[config.mk]
export PLATFORM = sky130hd
export DESIGN_NAME = ils_cell
export DESIGN_NICKNAME = d
export VERILOG_FILES = /design/src/sv/ils_pkg.sv /design/src/sv/ils_cell.sv
export SDC_FILE = /design/constraint.sdc
export NUM_CORES = 1
export LEC_CHECK = 0
export BUFFER_PORTS_ARGS = -buffer_cell sky130_fd_sc_hd__buf_2
export CORE_MARGIN = 5
export CORE_UTILIZATION = 38
export CTS_BUF_LIST = sky130_fd_sc_hd__clkbuf_4 sky130_fd_sc_hd__clkbuf_8 sky130_fd_sc_hd__clkbuf_16
export DETAILED_ROUTE_END_ITERATION = 10
export GPL_TIMING_DRIVEN = 1
export PLACE_DENSITY = 0.77
export SLEW_MARGIN = 20
export SYNTH_ARGS = -nofsm -noshare
export SYNTH_HDL_FRONTEND = slang
export SYNTH_SLANG_ARGS = --single-unit
[constraint.sdc]
create_clock -name i_clk -period 3.2 [get_ports i_clk]
set_input_delay 0.16 -clock i_clk [delete_from_list [all_inputs] [get_ports i_clk]]
set_output_delay 0.16 -clock i_clk [all_outputs]
set_load 0.01 [all_outputs]
[src/sv/ils_pkg.sv]
`timescale 1ns / 1ps
// ----------------------------------------------------------------------------
// ils_pkg
// Shared types, widths and codes for the indexed list store.
// ----------------------------------------------------------------------------
package ils_pkg;

    localparam int CAPACITY = 64;
    localparam int POS_W    = 7;
    localparam int LEN_W    = 7;
    localparam int WORD_W   = 32;
    localparam int IDX_W    = (CAPACITY > 2) ? $clog2(CAPACITY) : 1;
    localparam int CNT_W    = $clog2(CAPACITY + 1);
    localparam int CMP_W    = (CNT_W > POS_W) ? CNT_W : POS_W;
    localparam int GRP      = 8;
    localparam int NGRP     = (CAPACITY + GRP - 1) / GRP;
    localparam int TDATA_W  = 48;

    typedef logic [IDX_W-1:0]         t_idx;
    typedef logic [CNT_W-1:0]         t_cnt;
    typedef logic [CMP_W-1:0]         t_cmp;
    typedef logic [POS_W-1:0]         t_pos;
    typedef logic [LEN_W-1:0]         t_len;
    typedef logic signed [WORD_W-1:0] t_word;

    typedef enum logic [2:0] {
        CMD_GET      = 3'd0,
        CMD_ADD_HEAD = 3'd1,
        CMD_ADD_TAIL = 3'd2,
        CMD_ADD_AT   = 3'd3,
        CMD_DEL_AT   = 3'd4
    } t_cmd;

    typedef enum logic [1:0] {
        ST_OK      = 2'd0,
        ST_BAD_POS = 2'd1,
        ST_FULL    = 2'd2
    } t_status;

    typedef enum logic [1:0] {
        S_IDLE,
        S_EXEC,
        S_SUM
    } t_state;

    typedef struct packed {
        logic  ins;
        logic  del;
        t_cmp  pos;
        t_word value;
    } t_cell_ctl;

endpackage

[src/sv/ils_cell.sv]
`timescale 1ns / 1ps
// ----------------------------------------------------------------------------
// ils_cell
// One list slot: holds an entry, takes its left neighbor on insert and its
// right neighbor on delete, and offers its entry when addressed.
// ----------------------------------------------------------------------------
module ils_cell (
    input  logic              i_clk,
    input  ils_pkg::t_idx     i_index,
    input  ils_pkg::t_cell_ctl i_ctl,
    input  ils_pkg::t_word    i_left,
    input  ils_pkg::t_word    i_right,
    output ils_pkg::t_word    o_value,
    output ils_pkg::t_word    o_hit
);

    ils_pkg::t_word r_val;
    ils_pkg::t_word n_val;
    ils_pkg::t_cmp  w_idx;

    assign w_idx = ils_pkg::t_cmp'(i_index);

    always_comb begin
        n_val = r_val;
        if (i_ctl.ins) begin
            if (w_idx > i_ctl.pos) begin
                n_val = i_left;
            end else if (w_idx == i_ctl.pos) begin
                n_val = i_ctl.value;
            end
        end else if (i_ctl.del) begin
            if (w_idx >= i_ctl.pos) begin
                n_val = i_right;
            end
        end
    end

    always_ff @(posedge i_clk) begin
        r_val <= n_val;
    end

    assign o_value = r_val;
    assign o_hit   = (w_idx == i_ctl.pos) ? r_val : '0;

endmodule

==> out/qor.yml <==
status:
  status: "completed"
hold_path:
  hold_start: "i_ctl[31]"
  hold_path_depth: 3
  min_path_type: "input pin to register"
worst_setup_path:
  crit_path_end_kind: "output port"
  arrival_ns: 2.21
  crit_path_frequent_cell: "buf_2"
  critPathKind: "input pin to output port"
  path_cells: "buf_2, inv_1, ha_1, and4b_1, and4_2, buf_4, and2_1, buf_2"
  cp-start-kind: "input pin"
  startpoint: "i_ctl[37]"
  crit_fanout: 38
  cp.required_ns: 3.04
  crit_path_max_incr_delay_ns: 0.67
  crit_slowest_cell: "and4_2"
clocking:
  cts_setup_buffers: 0
  cts.repair.resized: 0
  cts_hold_buf: 0
  clock-sinks: 32
  cts_tree: "done"
  cts_root_buf: "clkbuf_8"
  cts_buffers: 5
  path_clk_slew_ns: 0.06
  cts.path.max_buffers: 2
  htreeDepth: 2
sta:
  finalCritPeriodShare_pct: 73.93
  period_needed_ns: 2.366
  tightest_slew_ns: 0.8216
  fin_setup_tns_ns: 0
  grt_setup_unrepaired: "no"
  whs_ns: 0.2172
  setup_viol: 0
  maxSlewViolCount: 0
  relSlewSlack_pct: 45.23
  hold_viol_final: 0
  fmax_mhz: 422.7
  setup_ws_ns: 0.8344
synth:
  synth.cell_area_um2: 2567
  synth_top_cells_by_area: "edfxtp_1 37%, o2111ai_1 11%, a31oi_1 8.0%"
  synth.largest_area_cell: "edfxtp_1"
  ys_top_cells_by_count: "33 x a31oi_1, 33 x nand3_1, 33 x nand4_1"
  avgSynthCellArea_um2: 9.009
  synth_top_area_share_pct: 37.43
  yosys_warnings: 0
  synthCells: 285
  ys_seq_area_share_pct: 37.43
  synth_fp_nets: 403
  synth_edf_count: 32
  synth_ff_type: "edfxtp_1"
  synth_cell_types: 22
  synth_seq_cells: 32
  postSynth.asyncResetShare_pct: 0
placed_design:
  gp_congestion: 0.7812
  dp_cells: 510
  dp_hpwl_um: 5955
  post-place-ws_ns: 0.8186
  portBuffers: 175
  place_area_um2: 3435
die:
  num_rows: 30
  die_y_um: 92.20
  io_pins: 176
  die-width_um: 92.20
  fp.coreArea_um2: 6681
  die_area_um2: 8500
  start_util_pct: 38.43
global_route:
  grt_util_all_layers_pct: 18.77
  gr-total-overflow: 0
  grt_pass1_vias: 2831
  antenna_found_initial: 0
  grt_pass1_wl_um: 13170
  grt_max_degree: 77
cells_and_area:
  fin_util_pct: 53.03
  fin_nets: 556
  syn_to_final_growth_pct: 38.01
  fin_area_um2: 3543
  layoutNonFillerInstCount: 518
  antenna_cells: 0
  largest_reg_flops: 32
  layout-drive-gt1-share_pct: 44.29
detailed_routing:
  drt_iter0_markers: 148
  antenna_left: 0
  via_count: 2935
  wirelength_um: 8342
  wire_per_inst_um: 16.10
  drtPass1Iterations: 7
  routed_via_density: 5.666
  route.detailed.drc: 0
run:
  drv.max_cap_violation_count: 0
power:
  p_total_mw: 1.156
  power.leakage_nw: 1.623
  cellPowerDensity_nw_per_um2: 326.2
  vdd_drop_max_mv: 0.1567
## worst paths after layout
check	end	slack, ns
worst min-delay path	o_value[31]	0.22
worst max-delay path	o_hit[6]	0.83
## kinds of logic after synthesis
| kind of cell | synth area share [%] |
|---|---|
| buffers and inverters | 7.943 |
| adders and majority gates | 2.924 |
| DFF | 37.43 |
| AOI/OAI and AO/OA | 20.42 |
| and+or+nand+nor | 31.29 |
## power by group
part	total (mW)	switching [mW]	internal (mW)	leakage (nW)
Clock	0.294	0.138	0.156	0.0445
Combinational	0.319	0.175	0.145	1.29
Sequential	0.543	0.0207	0.522	0.288
## per-layer routing
layer / wire length (µm) / GRT usage, % / vias to the layer above
met1: 3299 / 22.35 / 1363
met3: 690 / 4.512 / 9
li1: - / - / 1437
met4: 95 / 5.198 / 0
met5: 0 / 0 / -
met2: 4257 / 33.52 / 126
## placed cells by master, fill, tap and decap left out, types with 2 or more instances in the layout
| cell | n |
|---|---|
| nor2b_1 | 32 |
| nand4_1 | 33 |
| buf_2 | 174 |
| clkbuf_8 | 5 |
| a21o_1 | 2 |
| buf_4 | 7 |
| a31oi_1 | 32 |
| inv_1 | 6 |
| edfxtp_1 | 32 |
| and2_1 | 32 |
| o2111ai_1 | 32 |
| nand3_1 | 33 |
| ha_1 | 6 |
## worst max-delay path, delay by kind of cell
kind                       cells  cell delay (ns)
adders and majority gates      1             0.29
buffers and inverters          4             0.62
and+or+nand+nor                3             1.12
## area by class of cell
cell class                 instances  area (µm²)
multi-input combinational        211        1428
clock buffer                       6       76.32
inverter                           6       22.52
timing repair buffer             182       950.9
tap                               80       100.1
sequential                        32       960.9
fill                             633        3138
clock inverter                     1       5.005
Note: power is estimated with default switching activity, not from simulation.
